[src/design/lav_pkg.sv]
// Package for the look-at view matrix unit: payload types, job types, codes and helpers.
`timescale 1ns / 1ps
`default_nettype none
package lav_pkg;

    localparam int QUEUE_DEPTH = 2;
    localparam logic signed [31:0] ONE_Q16 = 32'sd65536;
    localparam logic signed [31:0] Q16_MAX = 32'sh7FFF_FFFF;
    localparam logic signed [31:0] Q16_MIN = 32'sh8000_0000;

    typedef logic signed [31:0] q16_t;   // signed Q16.16
    typedef logic signed [17:0] unit_t;  // normalized component, |v| <= 1.0
    typedef logic signed [18:0] uvec_t;  // recomputed up component
    typedef logic signed [32:0] dir_t;   // target - eye, exact

    typedef struct packed {
        q16_t eye_x;
        q16_t eye_y;
        q16_t eye_z;
        q16_t target_x;
        q16_t target_y;
        q16_t target_z;
        q16_t up_x;
        q16_t up_y;
        q16_t up_z;
    } in_t;

    typedef struct packed {
        logic [1:0] row_index;
        q16_t       col0;
        q16_t       col1;
        q16_t       col2;
        q16_t       col3;
        logic       degenerate;
        logic       last_row;
    } out_t;

    // Request handed from the front end to the back end through the queue.
    typedef struct packed {
        q16_t [2:0] eye;
        dir_t [2:0] dir;
        q16_t [2:0] upv;
        logic       pre_degen;  // direction or up already known to be zero
    } job_t;

    // Finished matrix handed to the row emitter.
    typedef struct packed {
        unit_t [2:0] s;
        uvec_t [2:0] u;
        unit_t [2:0] f;
        q16_t  [2:0] tr;
        logic        degen;
    } mat_t;

    typedef enum logic [3:0] {
        ST_IDLE,
        ST_NABS,
        ST_NSHIFT,
        ST_NSQ,
        ST_NSQRT,
        ST_NDLOAD,
        ST_NDIV,
        ST_OPS,
        ST_DONE
    } back_state_t;

    typedef enum logic [1:0] {
        NS_DIR,
        NS_UP,
        NS_CR
    } norm_sel_t;

    typedef enum logic [2:0] {
        OP_CR,
        OP_UU,
        OP_DS,
        OP_DU,
        OP_DF
    } op_t;

    // Signed Q20.32 value rounded to Q16.16 scale, ties away from zero.
    function automatic logic signed [36:0] round_q16(input logic signed [51:0] p);
        logic [51:0] m;
        logic [35:0] r;
        m = p[51] ? 52'(-p) : 52'(p);
        r = 36'((m + 52'd32768) >> 16);
        return p[51] ? -$signed({1'b0, r}) : $signed({1'b0, r});
    endfunction

    function automatic q16_t sat32(input logic signed [36:0] v);
        if (v > 37'sd2147483647) begin
            return Q16_MAX;
        end
        if (v < -37'sd2147483648) begin
            return Q16_MIN;
        end
        return v[31:0];
    endfunction

endpackage
`default_nettype wire

[src/design/lav_front.sv]
// Front end: takes input requests, forms the view direction and flags zero vectors.
`timescale 1ns / 1ps
`default_nettype none
module lav_front (
    input  wire logic         clk,
    input  wire logic         rst_n,
    input  wire logic         in_valid,
    output logic              in_ready,
    input  wire lav_pkg::in_t in_data,
    output logic              job_valid,
    input  wire logic         job_ready,
    output lav_pkg::job_t     job
);

    logic          full_reg;
    lav_pkg::job_t job_reg;
    lav_pkg::job_t job_next;

    assign in_ready  = !full_reg || job_ready;
    assign job_valid = full_reg;
    assign job       = job_reg;

    always_comb
    begin
        job_next.eye[0] = in_data.eye_x;
        job_next.eye[1] = in_data.eye_y;
        job_next.eye[2] = in_data.eye_z;
        job_next.upv[0] = in_data.up_x;
        job_next.upv[1] = in_data.up_y;
        job_next.upv[2] = in_data.up_z;
        job_next.dir[0] = 33'(in_data.target_x) - 33'(in_data.eye_x);
        job_next.dir[1] = 33'(in_data.target_y) - 33'(in_data.eye_y);
        job_next.dir[2] = 33'(in_data.target_z) - 33'(in_data.eye_z);
        job_next.pre_degen =
            (in_data.target_x == in_data.eye_x && in_data.target_y == in_data.eye_y &&
             in_data.target_z == in_data.eye_z) ||
            (in_data.up_x == '0 && in_data.up_y == '0 && in_data.up_z == '0);
    end

    always_ff @(posedge clk or negedge rst_n)
    begin
        if (!rst_n)
        begin
            full_reg <= 1'b0;
        end
        else if (in_valid && in_ready)
        begin
            full_reg <= 1'b1;
        end
        else if (job_ready)
        begin
            full_reg <= 1'b0;
        end
    end

    always_ff @(posedge clk)
    begin
        if (in_valid && in_ready)
        begin
            job_reg <= job_next;
        end
    end

endmodule
`default_nettype wire

[config.mk]
export PLATFORM = sky130hd
export DESIGN_NAME = lav_front
export DESIGN_NICKNAME = d
export VERILOG_FILES = /design/src/design/lav_pkg.sv /design/src/design/lav_front.sv
export SDC_FILE = /design/constraint.sdc
export NUM_CORES = 1
export LEC_CHECK = 0
export ABC_AREA = 1
export BUFFER_PORTS_ARGS = -buffer_cell sky130_fd_sc_hd__buf_2
export CAP_MARGIN = 0
export CORE_AREA = 2 2 231 233
export DETAILED_ROUTE_END_ITERATION = 10
export DIE_AREA = 0 0 233 235
export GPL_TIMING_DRIVEN = 1
export HOLD_SLACK_MARGIN = 0.03
export PLACE_DENSITY = 0.64
export SLEW_MARGIN = 40
export SYNTH_ARGS = -nofsm -noshare
export SYNTH_HDL_FRONTEND = slang
export SYNTH_SLANG_ARGS = --single-unit
[constraint.sdc]
create_clock -name clk -period 21.9 [get_ports clk]
set_input_delay 1.095 -clock clk [delete_from_list [all_inputs] [get_ports clk]]
set_output_delay 1.095 -clock clk [all_outputs]
set_load 0.02 [all_outputs]
==> qor.yml <==
finish:
  layout_common_cells: "712 x nand2_1, 585 x buf_2, 475 x inv_1"
  instances_no_fill: 3400
  nNetsFinal: 3076
  final_common_cell: "nand2_1"
  regArea_sq_um: 8790
  fillCellCount: 5308
  multiInputGateArea_sq_um: 6500
  largest_reg_flops: 292
  drive_gt1_share_pct: 27.0
  area_growth_pct: 29.2
timing:
  fmax_mhz: 347
  setup_viol: 0
  hold_violations: 0
  timing.hold.ws_ns: 0.318
  fin_crit_ns: 2.89
  finalCritPeriodShare_pct: 13.2
  slew_headroom_pct: 53.6
  grt_setup_unrepaired: "no"
  fin_worst_skew_ns: 0.0158
  fin_setup_tns_ns: 0
  tightest_slew_ns: 0.696
  maxSlewViolCount: 0
  layout_setup_ws_ns: 19.01
clock_tree:
  cts_tree: "done"
  holdBufCountCts: 0
  clockBufferDepth: 3
  cts_made_buffers: 36
  cts_resized: 0
  cts_max_level: 2
  root_buffer: "clkbuf_16"
  clkSinkCount: 293
  clk_latency_ns: 0.54
  post-cts-setup-buffers: 0
  path_clk_slew_ns: 0.06
drt:
  vias: 15200
  routedWlPerCell_um: 17.3
  antenna_left: 0
  vias_per_cell: 4.46
  drt_iter0_markers: 907
  drt-total-wl_um: 58900
  drt_pass1_iterations: 5
  drc: 0
floorplan:
  die_w_um: 233
  die-area_sq_um: 54800
  start_util_pct: 32.7
  core_sq_um: 52200
  die_y_um: 235
  io_pins: 586
  num_rows: 84
yosys:
  synth_nets: 2450
  avgSynthCellArea_sq_um: 8.31
  synth_cell_types: 31
  synth.ff_latch_count: 293
  synthesis.instances: 2059
  ys_seq_area_share_pct: 51.4
  syn_area_sq_um: 17100
  synth_area_leader_cell: "edfxtp_1"
  synth_top_area_share_pct: 51.3
  synth_warnings: 0
  synth_area_leaders: "edfxtp_1 51%, nand2_1 16%, inv_1 10%, ha_1 7.0%, nor2_1 3.4%"
pwr:
  pwr-share-seq_pct: 41.9
  pwr-share-comb_pct: 22.5
  power_leakage_uw: 0.0119
  p_clk_share_pct: 35.5
  power_switching_uw: 503
  power.internal_uw: 1130
  switching_share_pct: 30.8
  power_density_nw_per_um2: 73.9
  irDropWorstVdd_mv: 0.0590
grt:
  met3_usage_pct: 5.74
  use_met2_pct: 36.5
  antenna_found_initial: 7
  met1_usage_pct: 24.2
  grt_max_degree: 155
  grt_pass1_wl_um: 85700
  grt-ovfl-total: 0
  grt_pass1_vias: 14600
  track_usage_pct: 20.8
  grt.busiest_layer: "met2"
run:
  maxCapViolations: 0
critical_path:
  worstPathMaxFanout: 71
  setup.worst_path.class: "in -> reg"
  critPathRequiredTime_ns: 22.06
  worstPathArrival_ns: 3.04
  worst_setup_path_end_kind: "flop"
  cp-start-kind: "input pin"
outcome:
  status: "complete, no violations"
hold_path:
  min_path_type: "in -> async"
place:
  place_inst: 3334
  io_buffer_count: 585
  routabilityCongestion: 0.951
  preCtsSetupSlack_ns: 17.96
  dp.final_hpwl_um: 49200
==> final timing paths <==
path / from / end / slack, ns / cells after the start
hold / removal: rst_n / job_valid$_DFFE_PN0P_ / 0.32 / 1
max in group asynchronous: rst_n / job_valid$_DFFE_PN0P_ / 21.50 / 1
setup reg to reg: job_valid$_DFFE_PN0P_ / job[263]$_DFFE_PP_ / 19.26 / 4
hold reg to reg: job_valid$_DFFE_PN0P_ / job_valid$_DFFE_PN0P_ / 0.64 / 2
setup / recovery: in_valid / job[263]$_DFFE_PP_ / 19.01 / 6
min in group clk: job_valid$_DFFE_PN0P_ / job_valid$_DFFE_PN0P_ / 0.64 / 2
==> metrics by stage <==
stage                     total power (uW)  util, %  cell area [sq um]
after detailed placement              1060     40.1              20900
after global routing                  1710     42.3              22100
after global placement                1060     40.1              20900
final                                 1630     42.3              22100
after floorplan                        938        -              17100
after CTS                             1650     42.2              22100
==> cells by family after synthesis <==
group	synth area share, %
adders and majority gates	7.37
buffers and inverters	10.7
AOI/OAI and AO/OA	2.08
DFF	51.4
xor gates and xnor gates	2.30
and+or+nand+nor	26.2
==> cells in the mapped netlist <==
cell	instances
nor2_2	14
o21bai_1	3
nand4_1	24
nor4_1	2
edfxtp_1	292
a21oi_1	62
nand2_4	4
or2_1	2
nand2_2	51
and2_0	1
nand3_1	70
a21o_1	3
and2_2	1
and2_4	2
and2_1	4
ha_1	96
nand3_2	4
nor3_2	4
inv_1	475
nor2_1	157
nand2_1	712
xor2_1	39
nor3_1	13
buf_4	1
nor2_4	2
inv_2	9
xnor2_1	6
nand3b_1	1
or2_2	1
fa_1	3
dfrtp_1	1
==> power groups by stage <==
| stage | Clock, uW | Combinational, uW | Sequential [uW] |
|---|---|---|---|
| final | 580 | 368 | 684 |
| after global routing | 616 | 407 | 688 |
| after CTS | 595 | 370 | 685 |
| after detailed placement | 0 | 368 | 696 |
| after global placement | 0 | 366 | 695 |
| after floorplan | 0 | 173 | 764 |
==> layer usage <==
metal	wire, um	vias to the layer above
met3	5180	89
met2	28700	585
li1	-	7627
met1	23100	6865
met4	1860	10
met5	54	-
==> area by class of cell <==
type                    instances  share of cell area, %
flip-flops and latches        293                   39.8
clock buffers                  42                   4.18
diodes                          2                 0.0226
multi-input cells            1281                   29.4
well taps                     688                   3.89
repair buffers                589                   13.6
inverters                     484                   8.22
clock inverters                21                  0.928
==> worst max-delay path, cell delays in order <==
cell and delay, ns:
buf_2 0.09, inv_1 0.07, a21oi_4 0.11, buf_6 0.50, buf_12 0.40, buf_6 0.61
Power figures use the tool's default switching activity.
