<file path="config.mk">
export PLATFORM = sky130hd
export DESIGN_NAME = lav_rows
export DESIGN_NICKNAME = d
export VERILOG_FILES = /design/src/design/lav_pkg.sv /design/src/design/lav_rows.sv
export SDC_FILE = /design/constraint.sdc
export NUM_CORES = 1
export LEC_CHECK = 0
export BUFFER_PORTS_ARGS = -buffer_cell sky130_fd_sc_hd__buf_2
export CAP_MARGIN = 20
export CORE_AREA = 3 3 153 155
export CTS_CLUSTER_DIAMETER = 100
export DETAILED_ROUTE_END_ITERATION = 16
export DIE_AREA = 0 0 156 158
export PLACE_DENSITY = 0.79
export REMOVE_ABC_BUFFERS = 1
export SLEW_MARGIN = 25
export SYNTH_ARGS = -nofsm -noshare
export SYNTH_HDL_FRONTEND = slang
export SYNTH_SLANG_ARGS = --single-unit
</file>
<file path="constraint.sdc">
create_clock -name clk -period 17 [get_ports clk]
set_clock_uncertainty 0.15 [all_clocks]
set_input_delay 2.55 -clock clk [delete_from_list [all_inputs] [get_ports clk]]
set_output_delay 2.55 -clock clk [all_outputs]
set_load 0.005 [all_outputs]
</file>
<file path="src/design/lav_pkg.sv">
// Package for the look-at view matrix unit: payload types, job types, codes and helpers.
`timescale 1ns / 1ps
`default_nettype none
package lav_pkg;

    localparam int QUEUE_DEPTH = 2;
    localparam logic signed [31:0] ONE_Q16 = 32'sd65536;
    localparam logic signed [31:0] Q16_MAX = 32'sh7FFF_FFFF;
    localparam logic signed [31:0] Q16_MIN = 32'sh8000_0000;

    typedef logic signed [31:0] q16_t;   // signed Q16.16
    typedef logic signed [17:0] unit_t;  // normalized component, |v| <= 1.0
    typedef logic signed [18:0] uvec_t;  // recomputed up component
    typedef logic signed [32:0] dir_t;   // target - eye, exact

    typedef struct packed {
        q16_t eye_x;
        q16_t eye_y;
        q16_t eye_z;
        q16_t target_x;
        q16_t target_y;
        q16_t target_z;
        q16_t up_x;
        q16_t up_y;
        q16_t up_z;
    } in_t;

    typedef struct packed {
        logic [1:0] row_index;
        q16_t       col0;
        q16_t       col1;
        q16_t       col2;
        q16_t       col3;
        logic       degenerate;
        logic       last_row;
    } out_t;

    // Request handed from the front end to the back end through the queue.
    typedef struct packed {
        q16_t [2:0] eye;
        dir_t [2:0] dir;
        q16_t [2:0] upv;
        logic       pre_degen;  // direction or up already known to be zero
    } job_t;

    // Finished matrix handed to the row emitter.
    typedef struct packed {
        unit_t [2:0] s;
        uvec_t [2:0] u;
        unit_t [2:0] f;
        q16_t  [2:0] tr;
        logic        degen;
    } mat_t;

    typedef enum logic [3:0] {
        ST_IDLE,
        ST_NABS,
        ST_NSHIFT,
        ST_NSQ,
        ST_NSQRT,
        ST_NDLOAD,
        ST_NDIV,
        ST_OPS,
        ST_DONE
    } back_state_t;

    typedef enum logic [1:0] {
        NS_DIR,
        NS_UP,
        NS_CR
    } norm_sel_t;

    typedef enum logic [2:0] {
        OP_CR,
        OP_UU,
        OP_DS,
        OP_DU,
        OP_DF
    } op_t;

    // Signed Q20.32 value rounded to Q16.16 scale, ties away from zero.
    function automatic logic signed [36:0] round_q16(input logic signed [51:0] p);
        logic [51:0] m;
        logic [35:0] r;
        m = p[51] ? 52'(-p) : 52'(p);
        r = 36'((m + 52'd32768) >> 16);
        return p[51] ? -$signed({1'b0, r}) : $signed({1'b0, r});
    endfunction

    function automatic q16_t sat32(input logic signed [36:0] v);
        if (v > 37'sd2147483647) begin
            return Q16_MAX;
        end
        if (v < -37'sd2147483648) begin
            return Q16_MIN;
        end
        return v[31:0];
    endfunction

endpackage
`default_nettype wire

</file>
<file path="src/design/lav_rows.sv">
// Row emitter: holds one finished matrix and sends it out as four row results.
`timescale 1ns / 1ps
`default_nettype none
module lav_rows (
    input  wire logic          clk,
    input  wire logic          rst_n,
    input  wire logic          mat_valid,
    output logic               mat_ready,
    input  wire lav_pkg::mat_t mat,
    output logic               out_valid,
    input  wire logic          out_ready,
    output lav_pkg::out_t      out_data
);

    localparam logic [1:0] LAST_ROW = 2'd3;

    lav_pkg::mat_t mat_reg;
    logic          full_reg;
    logic [1:0]    row_reg;
    logic          row_done;

    assign out_valid = full_reg;
    assign row_done  = full_reg && out_ready;
    assign mat_ready = !full_reg || (row_done && row_reg == LAST_ROW);

    always_ff @(posedge clk or negedge rst_n)
    begin
        if (!rst_n)
        begin
            full_reg <= 1'b0;
            row_reg  <= '0;
        end
        else if (mat_valid && mat_ready)
        begin
            full_reg <= 1'b1;
            row_reg  <= '0;
        end
        else if (row_done)
        begin
            row_reg <= row_reg + 2'd1;
            if (row_reg == LAST_ROW)
            begin
                full_reg <= 1'b0;
            end
        end
    end

    always_ff @(posedge clk)
    begin
        if (mat_valid && mat_ready)
        begin
            mat_reg <= mat;
        end
    end

    always_comb
    begin
        out_data.row_index  = row_reg;
        out_data.degenerate = mat_reg.degen;
        out_data.last_row   = row_reg == LAST_ROW;
        unique case (row_reg)
            2'd0:
            begin
                out_data.col0 = 32'(mat_reg.s[0]);
                out_data.col1 = 32'(mat_reg.s[1]);
                out_data.col2 = 32'(mat_reg.s[2]);
                out_data.col3 = mat_reg.tr[0];
            end
            2'd1:
            begin
                out_data.col0 = 32'(mat_reg.u[0]);
                out_data.col1 = 32'(mat_reg.u[1]);
                out_data.col2 = 32'(mat_reg.u[2]);
                out_data.col3 = mat_reg.tr[1];
            end
            2'd2:
            begin
                out_data.col0 = -32'(mat_reg.f[0]);
                out_data.col1 = -32'(mat_reg.f[1]);
                out_data.col2 = -32'(mat_reg.f[2]);
                out_data.col3 = mat_reg.tr[2];
            end
            default:
            begin
                out_data.col0 = '0;
                out_data.col1 = '0;
                out_data.col2 = '0;
                out_data.col3 = lav_pkg::ONE_Q16;
            end
        endcase
    end

endmodule
`default_nettype wire

</file>
==> impl_metrics.ini <==
[clocking]
cts_tree = done
path_clk_slew_ns = 0.06
root_buffer = clkbuf_16
numClockSinks = 265
cts_buffer_depth = 3
cts_setup_buffers = 0
clock_latency_ns = 0.54
cts-htree-levels = 1
numCtsBuffers = 27
postCtsResizedCells = 0
ctsHoldBuffers = 0

[placement]
placedCellCount = 1374
placed_area_sq_um = 13200
hpwl_mm = 21.6
dp_slack_ns = 11.33
gp_congestion = 0.811
io_buffer_count = 399

[critical_path]
cp_num_buf_inv = 4
crit_path_frequent_cell = buf_2
cp-end-kind = output port
crit_chain = inv_1 > ha_4 > buf_4 > a22oi_1 > buf_2 > a21o_1 > a41oi_1 > buf_2
worstPathRequired_ns = 14.30
slowest_stage = buf_4
cp_num_cells = 8
r2r.worst_path.cells = 6
crit_path_start_kind = flop
critical_path_class = flop to output port
crit_arrival_ns = 3.57
crit_family = buffers and inverters
critPathMaxFanout = 54
cpPeakStageDelay_ns = 0.62

[yosys]
synth.distinct_cells = 54
postSynthAreaPerCell_sq_um = 14.7
ys_seq_area_frac = 0.725
syn-cell-area_sq_um = 11000
yosys-top-cells-area = edfxtp_1 72%, a222oi_1 4.0%, a22oi_1 3.1%
synth_edf_count = 262
async_flop_share = 0.0113
ys_dominant_reg_cell = edfxtp_1
yosysTopAreaCellShare = 0.718
synth_most_common_cell = edfxtp_1
synthCells = 746
synth_area_leader_cell = edfxtp_1
ys_seq_elements = 265
ys_top_cells_by_count = 262 x edfxtp_1, 68 x nor2_1, 49 x clkbuf_1
ys_warn_count = 0

[routing]
drt-initial-drc-count = 874
drc = 0
via_per_inst = 5.82
firstDrtPassIters = 7
num_vias = 8325
ant_nets = 0
wl_per_cell_um = 21.9
drt-total-wl_mm = 31.3

[sta]
slew_headroom = 0.385
final-setup-viol-count = 0
fmax_ghz = 0.160
tightestPinTransition_ns = 0.912
hold_violations = 0
tns_ns = 0
maxSlewViolCount = 0
fin_hold_ws_ns = 0.451
finalWorstSetupSlack_ns = 10.73
rsz0062_at_grt = false
fin_crit_sh = 0.369
min_period_ns = 6.27

[cells_and_area]
largest_register_ffs = 261
syn_to_final_growth_pct = 28.9
final_cells = 1430
drive_gt1_frac = 0.406
layout.nets = 1398
utilization = 0.643
fillers = 1623
post-route-cell-area_sq_um = 14100

[pwr]
ir_drop_mv = 0.109
fin_total_pwr_mw = 2.21
comb_power_share = 0.356
powerDensity_nw_per_um2 = 157
p_seq_frac = 0.379
power.internal_mw = 1.47
switchingPower_uw = 739
p_leak_nw = 5.41
clkPwrFrac = 0.265
switching_share = 0.334

[global_route]
grt_use_met1 = 0.291
met3_usage = 0.0651
grt_pass1_vias = 8085
use_met2 = 0.423
grt_max_degree = 86
antenna_found_initial = 9
track_usage = 0.240
grt.overflow.total = 0
gr-max-usage-layer = met2
grt_pass1_wl_mm = 45.6

[die]
core_area_sq_um = 22000
io_pins = 400
die-area_sq_um = 24600
rows = 54
die_w_um = 156
die_y_um = 158
initial_core_util = 0.499

[flow_run]
drv_cap = 0

[worst_hold_path]
hold_class = flop to flop
hold_depth = 2

[run_status]
status = finished, final reports clean
==> power by group through the flow <==
stage	Combinational (mW)	Clock, mW	Sequential (mW)
floorplan	0.398	0	0.862
global placement	0.774	0	0.847
detailed placement	0.787	0	0.852
CTS	0.794	0.596	0.838
global route	0.858	0.625	0.844
finish	0.789	0.587	0.838
==> worst paths after layout <==
| check | start | to | slack [ns] |
|---|---|---|---|
| max reg2reg | row_reg[0]$_DFFE_PN0P_ | mat_reg[100]$_DFFE_PP_ | 13.55 |
| min | out_valid$_DFFE_PN0P_ | out_valid$_DFFE_PN0P_ | 0.45 |
| min in group asynchronous | rst_n | row_reg[1]$_DFFE_PN0P_ | 1.65 |
| max in group asynchronous | rst_n | row_reg[0]$_DFFE_PN0P_ | 14.93 |
| max | row_reg[1]$_DFFE_PN0P_ | out_data[122] | 10.73 |
| min reg2reg | out_valid$_DFFE_PN0P_ | out_valid$_DFFE_PN0P_ | 0.45 |
==> metal layers <==
metal | wire length [um] | vias up
met2 | 15900 | 449
met3 | 3080 | 69
met1 | 11400 | 3981
met4 | 903 | 8
li1 | - | 3818
met5 | 42 | -
==> tightest hold or removal path, delay by kind of cell, from the launching register on <==
family | cells | cell delay (ns)
flip-flops | 1 | 0.40
AND/OR/NAND/NOR | 2 | 0.17
==> kinds of logic (layout without fill, tap and decap cells) <==
logic type                 count (synthesis)  in the layout  synth area share
adders and majority gates                  8              8           0.00914
muxes                                      1              1          0.000914
AOI/OAI and AO/OA                        198            198             0.139
DFF                                      265            265             0.725
xor gates and xnor gates                  23             23            0.0184
other                                      0              6                 0
and+or+nand+nor                          176            176            0.0801
buffers and inverters                     75            473            0.0273
==> cells in the final DEF, fill, tap and decap left out, types with 5 or more instances in the layout <==
| cell | Yosys | layout |
|---|---|---|
| o31ai_1 | 6 | 6 |
| a21oi_1 | 27 | 27 |
| xnor2_1 | 15 | 15 |
| nor4_1 | 9 | 9 |
| edfxtp_1 | 262 | 262 |
| a31oi_1 | 8 | 8 |
| nand2b_1 | 6 | 5 |
| nor2_1 | 68 | 68 |
| nand4_1 | 5 | 5 |
| o211ai_1 | 6 | 6 |
| or4_1 | 10 | 10 |
| xor2_1 | 8 | 8 |
| clkbuf_16 | 0 | 27 |
| o21ai_0 | 7 | 7 |
| o22ai_1 | 17 | 17 |
| buf_2 | 2 | 400 |
| diode_2 | 0 | 6 |
| o221ai_1 | 8 | 8 |
| a41oi_1 | 14 | 14 |
| inv_1 | 14 | 14 |
| nand2_1 | 28 | 28 |
| a222oi_1 | 44 | 44 |
| or3_1 | 5 | 5 |
| nor3_1 | 9 | 6 |
| a22oi_1 | 45 | 45 |
| nand3_1 | 15 | 15 |
| clkbuf_1 | 49 | 6 |
| clkinv_1 | 0 | 8 |
| buf_4 | 1 | 8 |
==> area by class of cell <==
cell class | instances | area [sq um] | area share
diodes | 6 | 15.0 | 0.00106
clock buffers | 33 | 698 | 0.0495
clock inverters | 16 | 174 | 0.0123
inverters | 14 | 52.6 | 0.00372
multi-input cells | 406 | 2800 | 0.198
flip-flops and latches | 265 | 7940 | 0.563
well taps | 280 | 350 | 0.0248
repair buffers | 410 | 2080 | 0.148
Note: power is estimated with default switching activity, not from simulation.
