File: src/design/lav_pkg.sv
// Package for the look-at view matrix unit: payload types, job types, codes and helpers.
`timescale 1ns / 1ps
`default_nettype none
package lav_pkg;

    localparam int QUEUE_DEPTH = 2;
    localparam logic signed [31:0] ONE_Q16 = 32'sd65536;
    localparam logic signed [31:0] Q16_MAX = 32'sh7FFF_FFFF;
    localparam logic signed [31:0] Q16_MIN = 32'sh8000_0000;

    typedef logic signed [31:0] q16_t;   // signed Q16.16
    typedef logic signed [17:0] unit_t;  // normalized component, |v| <= 1.0
    typedef logic signed [18:0] uvec_t;  // recomputed up component
    typedef logic signed [32:0] dir_t;   // target - eye, exact

    typedef struct packed {
        q16_t eye_x;
        q16_t eye_y;
        q16_t eye_z;
        q16_t target_x;
        q16_t target_y;
        q16_t target_z;
        q16_t up_x;
        q16_t up_y;
        q16_t up_z;
    } in_t;

    typedef struct packed {
        logic [1:0] row_index;
        q16_t       col0;
        q16_t       col1;
        q16_t       col2;
        q16_t       col3;
        logic       degenerate;
        logic       last_row;
    } out_t;

    // Request handed from the front end to the back end through the queue.
    typedef struct packed {
        q16_t [2:0] eye;
        dir_t [2:0] dir;
        q16_t [2:0] upv;
        logic       pre_degen;  // direction or up already known to be zero
    } job_t;

    // Finished matrix handed to the row emitter.
    typedef struct packed {
        unit_t [2:0] s;
        uvec_t [2:0] u;
        unit_t [2:0] f;
        q16_t  [2:0] tr;
        logic        degen;
    } mat_t;

    typedef enum logic [3:0] {
        ST_IDLE,
        ST_NABS,
        ST_NSHIFT,
        ST_NSQ,
        ST_NSQRT,
        ST_NDLOAD,
        ST_NDIV,
        ST_OPS,
        ST_DONE
    } back_state_t;

    typedef enum logic [1:0] {
        NS_DIR,
        NS_UP,
        NS_CR
    } norm_sel_t;

    typedef enum logic [2:0] {
        OP_CR,
        OP_UU,
        OP_DS,
        OP_DU,
        OP_DF
    } op_t;

    // Signed Q20.32 value rounded to Q16.16 scale, ties away from zero.
    function automatic logic signed [36:0] round_q16(input logic signed [51:0] p);
        logic [51:0] m;
        logic [35:0] r;
        m = p[51] ? 52'(-p) : 52'(p);
        r = 36'((m + 52'd32768) >> 16);
        return p[51] ? -$signed({1'b0, r}) : $signed({1'b0, r});
    endfunction

    function automatic q16_t sat32(input logic signed [36:0] v);
        if (v > 37'sd2147483647) begin
            return Q16_MAX;
        end
        if (v < -37'sd2147483648) begin
            return Q16_MIN;
        end
        return v[31:0];
    endfunction

endpackage
`default_nettype wire

File: src/design/lav_queue.sv
// Short request queue between the front end and the back end.
`timescale 1ns / 1ps
`default_nettype none
module lav_queue (
    input  wire logic          clk,
    input  wire logic          rst_n,
    input  wire logic          push_valid,
    output logic               push_ready,
    input  wire lav_pkg::job_t push_data,
    output logic               pop_valid,
    input  wire logic          pop_ready,
    output lav_pkg::job_t      pop_data
);

    localparam int PTR_W = (lav_pkg::QUEUE_DEPTH > 1) ? $clog2(lav_pkg::QUEUE_DEPTH) : 1;
    localparam int CNT_W = $clog2(lav_pkg::QUEUE_DEPTH + 1);
    localparam logic [PTR_W-1:0] LAST_PTR = PTR_W'(lav_pkg::QUEUE_DEPTH - 1);
    localparam logic [CNT_W-1:0] FULL_CNT = CNT_W'(lav_pkg::QUEUE_DEPTH);

    lav_pkg::job_t    mem_reg [lav_pkg::QUEUE_DEPTH];
    logic [PTR_W-1:0] wr_ptr_reg;
    logic [PTR_W-1:0] rd_ptr_reg;
    logic [CNT_W-1:0] count_reg;
    logic             push;
    logic             pop;

    assign push_ready = count_reg != FULL_CNT;
    assign pop_valid  = count_reg != '0;
    assign pop_data   = mem_reg[rd_ptr_reg];
    assign push       = push_valid && push_ready;
    assign pop        = pop_valid && pop_ready;

    always_ff @(posedge clk or negedge rst_n)
    begin
        if (!rst_n)
        begin
            wr_ptr_reg <= '0;
            rd_ptr_reg <= '0;
            count_reg  <= '0;
        end
        else
        begin
            if (push)
            begin
                wr_ptr_reg <= (wr_ptr_reg == LAST_PTR) ? '0 : wr_ptr_reg + 1'b1;
            end
            if (pop)
            begin
                rd_ptr_reg <= (rd_ptr_reg == LAST_PTR) ? '0 : rd_ptr_reg + 1'b1;
            end
            if (push && !pop)
            begin
                count_reg <= count_reg + 1'b1;
            end
            else if (pop && !push)
            begin
                count_reg <= count_reg - 1'b1;
            end
        end
    end

    always_ff @(posedge clk)
    begin
        if (push)
        begin
            mem_reg[wr_ptr_reg] <= push_data;
        end
    end

endmodule
`default_nettype wire

File: config.mk
export PLATFORM = sky130hd
export DESIGN_NAME = lav_queue
export DESIGN_NICKNAME = d
export VERILOG_FILES = /design/src/design/lav_pkg.sv /design/src/design/lav_queue.sv
export SDC_FILE = /design/constraint.sdc
export NUM_CORES = 1
export LEC_CHECK = 0
export BUFFER_PORTS_ARGS = -buffer_cell sky130_fd_sc_hd__clkbuf_2
export CELL_PAD_IN_SITES_DETAIL_PLACEMENT = 0
export CELL_PAD_IN_SITES_GLOBAL_PLACEMENT = 2
export CORE_ASPECT_RATIO = 0.5
export CORE_MARGIN = 8
export CORE_UTILIZATION = 38
export CTS_BUF_LIST = sky130_fd_sc_hd__clkbuf_8
export DETAILED_ROUTE_END_ITERATION = 12
export PLACE_DENSITY_LB_ADDON = 0.1
export SLEW_MARGIN = 15
export SYNTH_ARGS = -nofsm -noshare
export SYNTH_HDL_FRONTEND = slang
export SYNTH_SLANG_ARGS = --single-unit
File: constraint.sdc
create_clock -name clk -period 25.1 [get_ports clk]
set_input_delay 3.765 -clock clk [delete_from_list [all_inputs] [get_ports clk]]
set_output_delay 3.765 -clock clk [all_outputs]
set_load 0.01 [all_outputs]
==> out/results.tsv, run 1 <==
stage	metric	value	unit
status	status	finished clean	
sta	Worst Skew	0.0267	ns
floorplanning	Core Area	0.0588	mm2
global_route	first-pass GRT wire length	77500	um
floorplanning	die area	0.0676	mm2
sta	Worst Max-Slew Pin Slew	1.13	ns
critical_path	WS Path Type	reg -> out	
sta	Pins Over Slew Limit	0	
yosys	Yosys Warn Count	0	
sta	crit path time final	7.05	ns
power	power per standard cell area	116	mW/mm2
global_route	largest net degree at the start of global routing	135	
critical_path	crit path launch type	flip-flop	
route	Routed WL	53700	um
finish	final std cells w/o fill	2434	
yosys	Synth area leader	edfxtp_1	
clock_network	CTS tree	done	
route	routed len/inst	22.1	um
sta	setup violators final	0	
power	NetSw	0.000991	W
global_route	Tot GR Track Use	0.153	
clock_network	hold_buf cts	0	
floorplanning	Chip Width	360	um
route	DRT iter0 DRCs	450	
clock_network	Post CTS Setup Buffer Count	0	
finish	FF/Latch Area	0.0176	mm2
clock_network	clk slew on worst S/H paths	0.06	ns
finish	max FFs per register	584	
clock_network	Resize count post-CTS	0	
power	Clock power frac	0.215	
clock_network	CTS Buffer Depth	3	
clock_network	Clk Tree Root Cell	clkbuf_8	
power	sw frac	0.311	
sta	post-route clock period utilization	0.281	
finish	most frequent cells in the layout	589 x clkbuf_2, 584 x edfxtp_1, 270 x mux2_4, 91 x clkbuf_8, 30 x inv_1	
yosys	Mapped Cells	927	
finish	share of cells above drive strength 1	0.608	
global_route	initial antenna violation count	10	
critical_path	CP required	21.33	ns
finish	Area Growth Syn to Fin	23.0	%
power	sequential share of power	0.444	
finish	most common cell after layout, fill and taps aside	clkbuf_2	
floorplanning	Top Ports	590	
route	DR vias	11015	
sta	slew margin rel.	0.244	
finish	area of the multi-input gates	0.00440	mm2
power	total leakage power	11.2	nW
placement	hpwl dp	37400	um
global_route	vias in the first global route	12217	
route	# DRC	0	
floorplanning	initial core utilization	0.382	
route	Post-DRT Antenna Nets	0	
critical_path	CP Data Arrival Time	3.29	ns
clock_network	Sink Count	588	
clock_network	htree depth	3	
yosys	Avg Inst Size Synth	24.2	um2
finish	Fillers	5127	
placement	placed cells	2275	
placement	DP Area	0.0261	mm2
finish	Design Area, Final	0.0276	mm2
clock_network	Worst-Skew Late Latency	0.64	ns
yosys	synth unique cells	17	
route	Via density	4.53	
floorplanning	Die Span Y	188	um
flow_run	MaxCap Viol Count	0	
finish	utilization after layout	0.469	
placement	# port buffers	589	
route	DR pass1 iterations	4	
clock_network	CTS Buf Count	87	
critical_path	crit path capture type	primary output	
yosys	top post-synthesis cells by area	edfxtp_1 78%, mux2_4 18%, mux2_2 1.1%	
power	internal power	0.00220	W
power	peak supply drop	0.0744	mV
yosys	area share of the largest cell type after synthesis	0.781	
hold_path	Hold WC Path Type	reg -> reg	
global_route	global route overflow	0	
sta	worst hold slack	0.497	ns
critical_path	Worst Path Max Fanout	57	
sta	final hold vios	0	
yosys	Syn Nets	1224	
sta	RSZ-0062 raised after global routing	false	
yosys	Synth Cell Area	0.0224	mm2
yosys	post-synthesis sequential area ratio	0.786	
yosys	synthesized flop and latch total	588	
placement	RePlAce Congestion	0.748	
sta	Final TNS setup	0	ns
floorplanning	Rows	63	
sta	Peak Freq	0.142	GHz
finish	Nets	1881	
power	combinational share of power	0.341	
cell families (layout without fill, tap and decap cells):
group,count (synthesis),count (layout),share of synthesized area
simple gates,7,7,0.00151
flops,588,588,0.786
mux,292,292,0.192
xor+xnor,5,5,0.00195
fa+ha+maj,1,1,0.000557
buf+inv,34,751,0.0184
other cells,0,10,0
final timing paths:
path                       cells after the start         endpoint  slack (ns)          from
setup / recovery                               3    pop_data[276]       18.05    rd_ptr_reg
setup reg to reg                               5  mem_reg[1][275]       20.79  count_reg[0]
max in group asynchronous                      1       rd_ptr_reg       21.99         rst_n
hold reg to reg                                1     count_reg[1]        0.50  count_reg[1]
hold / removal                                 1     count_reg[1]        0.50  count_reg[1]
min in group asynchronous                      1       rd_ptr_reg        2.94         rst_n
layer usage:
layer	track usage	up-vias	wire [um]
met5	0	-	0
li1	-	5041	-
met3	0.0382	99	2090
met4	0.0662	0	1780
met2	0.321	236	33300
met1	0.135	5639	16600
power groups by stage:
stage	logic (W)	registers (W)	clock network, W
after floorplan	0.000768	0.00150	0
after global placement	0.00111	0.00143	0
after detailed placement	0.00112	0.00144	0
after CTS	0.00112	0.00142	0.000720
after global routing	0.00116	0.00144	0.000760
final	0.00109	0.00142	0.000686
synth_stat cells:
cell type,count
edfxtp_1,584
mux2_4,270
mux2_2,22
buf_6,19
buf_8,11
dfrtp_1,4
xnor2_1,3
buf_2,2
nand2_1,2
nor2_1,2
xor2_1,2
and3_1,1
buf_12,1
ha_1,1
inv_1,1
nand2b_1,1
or2_2,1
worst max-delay path, cell delays in order, from the launching register on:
cell and delay (ns):
dfrtp_4 1.13, buf_4 0.88, mux2_2 0.42, clkbuf_2 0.15
final cells by class:
| type | count | share of cell area |
|---|---|---|
| Antenna cell | 10 | 0.000907 |
| Clock buffer | 91 | 0.0454 |
| Clock inverter | 58 | 0.00889 |
| Inverter | 1 | 0.000136 |
| Multi-Input combinational cell | 305 | 0.160 |
| Sequential cell | 588 | 0.639 |
| Tap cell | 780 | 0.0354 |
| Timing Repair Buffer | 601 | 0.111 |
through the flow:
step	worst slack, ns	power, W
5_1_grt	17.82	0.00336
6_report	18.05	0.00319
2_1_floorplan	8.20	0.00227
4_1_cts	17.86	0.00327
3_5_place_dp	17.53	0.00256
3_3_place_gp	17.64	0.00254
No activity file was read; power rests on OpenSTA's default activity.
==> inputs of run 2 (changes only) <==
clock period = 7 ns   (was 25.1 ns; I/O delays follow)
==> out/results.tsv, run 2 (synthesis gave the netlist of run 1 again) <==
stage	metric	value	unit
critical_path	crit path capture type	primary output	
critical_path	Worst Path Max Fanout	120	
clock_network	Resize count post-CTS	0	
global_route	global route overflow	0	
placement	placed cells	2273	
sta	crit path time final	3.77	ns
floorplanning	die area	0.0676	mm2
placement	hpwl dp	37000	um
route	DR vias	10945	
route	DRT iter0 DRCs	486	
route	Post-DRT Antenna Nets	0	
finish	final std cells w/o fill	2436	
sta	Peak Freq	0.265	GHz
critical_path	FF-to-FF path depth	5	
clock_network	CTS Buf Count	86	
critical_path	crit path launch type	flip-flop	
flow_run	MaxCap Viol Count	0	
clock_network	Clk Tree Root Cell	clkbuf_8	
clock_network	hold_buf cts	0	
sta	setup violators final	0	
finish	Nets	1878	
clock_network	htree depth	3	
floorplanning	Die Span Y	188	um
clock_network	clk slew on worst S/H paths	0.06	ns
clock_network	CTS Buffer Depth	3	
clock_network	Worst-Skew Late Latency	0.65	ns
status	status	finished clean	
placement	# port buffers	589	
sta	RSZ-0062 raised after global routing	false	
sta	slew margin rel.	0.286	
global_route	Tot GR Track Use	0.154	
finish	Fillers	5107	
finish	Area Growth Syn to Fin	23.4	%
clock_network	Post CTS Setup Buffer Count	0	
finish	most common cell after layout, fill and taps aside	clkbuf_2	
critical_path	CP Data Arrival Time	2.72	ns
power	peak supply drop	0.375	mV
sta	Final TNS setup	0	ns
sta	final hold vios	0	
critical_path	WS Path Type	reg -> out	
sta	Pins Over Slew Limit	0	
hold_path	Hold WC Path Type	in -> async	
power	power after layout	0.0115	W
clock_network	Sink Count	588	
global_route	largest net degree at the start of global routing	165	
finish	max FFs per register	584	
critical_path	CP required	5.95	ns
clock_network	CTS tree	done	
route	Routed WL	53900	um
floorplanning	Top Ports	590	
route	routed len/inst	22.1	um
route	# DRC	0	
finish	share of cells above drive strength 1	0.607	
sta	Worst Max-Slew Pin Slew	1.07	ns
route	Via density	4.49	
floorplanning	Rows	63	
placement	RePlAce Congestion	0.741	
global_route	vias in the first global route	12155	
sta	Worst Skew	0.0178	ns
power	total leakage power	11.2	nW
floorplanning	initial core utilization	0.382	
floorplanning	Chip Width	360	um
sta	post-route clock period utilization	0.538	
global_route	initial antenna violation count	10	
route	DR pass1 iterations	4	
finish	most frequent cells in the layout	589 x clkbuf_2, 584 x edfxtp_1, 270 x mux2_4, 89 x clkbuf_8, 28 x inv_1	
floorplanning	Core Area	0.0588	mm2
power	power per standard cell area	417	mW/mm2
global_route	first-pass GRT wire length	77600	um
run 2: final cells by class:
type,instances,area (um2),area share
antenna,11,27.5,0.000994
clock buffer,89,1220,0.0442
clock inverter,63,340,0.0123
inverter,1,3.75,0.000136
multi-input combinational,305,4400,0.159
sequential,588,17600,0.637
tap,780,976,0.0352
timing repair buffer,599,3070,0.111
run 2: report_power, final:
group          internal (W)  switching, W
clock network       0.00129       0.00128
registers           0.00482      0.000203
logic               0.00188       0.00207
total               0.00799       0.00356
run 2: path summary, 6_finish.rpt:
kind / startpoint / end / slack, ns
worst max-delay path: rd_ptr_reg / pop_data[276] / 3.23
worst min-delay path: rst_n / wr_ptr_reg / 0.22
worst max register to register: count_reg[0] / mem_reg[0][53] / 4.34
worst min register to register: count_reg[1] / count_reg[1] / 0.51
max in group asynchronous: rst_n / rd_ptr_reg / 6.63
min in group clk: count_reg[1] / count_reg[1] / 0.51
run 2: per-stage QoR:
step | instance area [um2] | setup WS, ns | hold slack [ns] | utilization
2_1_floorplan | 22500 | 1.06 | 0.456 | -
3_3_place_gp | 26100 | 3.78 | 0.474 | 0.444
3_5_place_dp | 26100 | 3.79 | 0.501 | 0.444
4_1_cts | 27700 | 3.15 | 0.130 | 0.470
5_1_grt | 27700 | 3.09 | 0.144 | 0.471
6_report | 27700 | 3.23 | 0.218 | 0.471
run 2: critical path, stage by stage, from the launching register on:
cell      delay (ns)
dfrtp_4         0.66
buf_12          0.70
mux2_2          0.43
clkbuf_2        0.14
run 2: routing by layer:
metal | vias up | share of wire | track usage
met5 | - | 0 | 0
met2 | 238 | 0.63 | 0.328
li1 | 5045 | - | -
met4 | 0 | 0.026 | 0.0592
met3 | 88 | 0.038 | 0.0375
met1 | 5574 | 0.31 | 0.133
==> inputs of run 3 (changes only) <==
clock period = 3.5 ns   (was 7 ns; I/O delays follow)
==> out/results.tsv, run 3 (synthesis gave the netlist of run 1 again) <==
stage	metric	value	unit
clock_network	Worst-Skew Late Latency	0.65	ns
sta	setup violators final	0	
sta	Peak Freq	0.323	GHz
power	NetSw	0.00719	W
sta	Worst Skew	0.0328	ns
sta	worst hold slack	0.0709	ns
critical_path	FF-to-FF path depth	3	
clock_network	CTS Buf Count	87	
floorplanning	Rows	63	
power	sequential share of power	0.437	
critical_path	slowest stage delay, CP	0.88	ns
placement	RePlAce Congestion	0.744	
critical_path	flop2flop setup slack	1.52	ns
critical_path	Max stage delay cell, worst path	dfrtp_4	
critical_path	Levels on crit path	3	
power	total leakage power	11.6	nW
floorplanning	Core Area	0.0588	mm2
clock_network	CTS Buffer Depth	3	
route	Routed WL	55000	um
placement	# port buffers	589	
critical_path	worst path cell trace	buf_12 -> mux2_4 -> clkbuf_2	
route	DRT iter0 DRCs	410	
route	DR pass1 iterations	4	
critical_path	crit path launch type	flip-flop	
floorplanning	Chip Width	360	um
finish	Area Growth Syn to Fin	26.5	%
clock_network	clk slew on worst S/H paths	0.06	ns
flow_run	MaxCap Viol Count	0	
power	internal power	0.0159	W
floorplanning	initial core utilization	0.382	
status	status	finished clean	
clock_network	Post CTS Setup Buffer Count	0	
critical_path	Critical path buffers and inverters	2	
clock_network	Resize count post-CTS	0	
clock_network	htree depth	3	
critical_path	reg-to-reg startpoint	count_reg[0]	
sta	slew margin rel.	0.538	
route	# DRC	0	
floorplanning	Top Ports	590	
power	power per standard cell area	813	mW/mm2
clock_network	CTS tree	done	
placement	hpwl dp	38800	um
critical_path	Worst Path Max Fanout	63	
global_route	initial antenna violation count	11	
global_route	Tot GR Track Use	0.157	
finish	Nets	1945	
finish	Fillers	5114	
power	Clock power frac	0.214	
route	DR vias	11247	
sta	crit path time final	3.10	ns
power	power after layout	0.0231	W
floorplanning	die area	0.0676	mm2
finish	share of cells above drive strength 1	0.589	
hold_path	Hold WC Path Type	in -> reg	
power	combinational share of power	0.348	
critical_path	Critical path origin	rd_ptr_reg	
floorplanning	Die Span Y	188	um
critical_path	WS Path Type	reg -> out	
critical_path	CP required	2.97	ns
route	Post-DRT Antenna Nets	0	
finish	max FFs per register	584	
critical_path	CP Data Arrival Time	2.57	ns
sta	final hold vios	0	
power	sw frac	0.312	
route	Via density	4.49	
clock_network	Clk Tree Root Cell	clkbuf_8	
critical_path	delay-heaviest family, CP	flip-flops	
critical_path	crit path capture type	primary output	
critical_path	reg2reg end	mem_reg[1][41]	
critical_path	Setup crit end	pop_data[155]	
global_route	vias in the first global route	12503	
sta	RSZ-0062 raised after global routing	false	
clock_network	Sink Count	588	
sta	post-route clock period utilization	0.885	
global_route	global route overflow	0	
global_route	first-pass GRT wire length	79600	um
route	routed len/inst	21.9	um
sta	Worst Max-Slew Pin Slew	0.693	ns
power	peak supply drop	0.510	mV
finish	most common cell after layout, fill and taps aside	clkbuf_2	
sta	Pins Over Slew Limit	0	
global_route	largest net degree at the start of global routing	83	
finish	most frequent cells in the layout	589 x clkbuf_2, 584 x edfxtp_1, 270 x mux2_4, 91 x clkbuf_8, 58 x dlygate4sd3_1	
-- run 3: layout make-up --
type,count,area [um2],area share
Antenna cell,13,32.5,0.00115
Clock buffer,91,1250,0.0441
Clock inverter,64,264,0.00930
Inverter,1,3.75,0.000132
Multi-Input combinational cell,305,4420,0.156
Sequential cell,588,17600,0.621
Tap cell,780,976,0.0344
Timing Repair Buffer,665,3800,0.134
-- run 3: how the worst min path moves through the flow --
stage          cells past startpoint  slack [ns]               to            from
4_1_cts                            1   0.0000007   mem_reg[0][12]   push_data[12]
2_1_floorplan                      0        0.23     count_reg[0]           rst_n
3_3_place_gp                       1        0.34       rd_ptr_reg           rst_n
3_5_place_dp                       1        0.34       rd_ptr_reg           rst_n
5_1_grt                            1       0.002  mem_reg[0][103]  push_data[103]
6_report                           1        0.07  mem_reg[1][215]  push_data[215]
-- run 3: per-layer routing --
layer  share of wire  global-route usage  wire length [um]  up-vias
li1                -                   -                 -     5172
met1            0.33               0.143             17900     5735
met2            0.61               0.326             33400      237
met3           0.036              0.0357              1970      103
met4           0.032              0.0635              1740        0
met5               0                   0                 0        -
-- run 3: per-stage QoR --
stage / utilization / worst slack, ns / setup TNS (ns) / instance area [um2] / instances
after global placement: 0.447 / 1.03 / 0 / 26300 / 2281
after floorplan: - / -1.85 / -852.61 / 22500 / 927
after global routing: 0.483 / 0.254 / 0 / 28400 / 2505
final: 0.483 / 0.401 / 0 / 28400 / 2507
after CTS: 0.482 / 0.293 / 0 / 28400 / 2494
after detailed placement: 0.447 / 1.03 / 0 / 26300 / 2281
-- run 3: what timing repair did --
action / in CTS / in global routing
endpoints found under the setup margin: 0 / 0
hold buffers: 58 / 0
endpoints found under the hold margin: 105 / 0
-- run 3: power by group through the flow --
stage                     Sequential [W]  Combinational, W  Clock [W]
final                             0.0101           0.00804    0.00495
after detailed placement          0.0103           0.00824          0
after floorplan                   0.0103           0.00552          0
after global placement            0.0102           0.00821          0
after CTS                         0.0101           0.00832    0.00518
after global routing              0.0102           0.00856    0.00547
-- run 3: worst register-to-register path: cells and delay by family (launching register included) --
kind	cells	cell delay [ns]
flops	1	0.41
simple gates	2	0.68
buf+inv	1	0.44
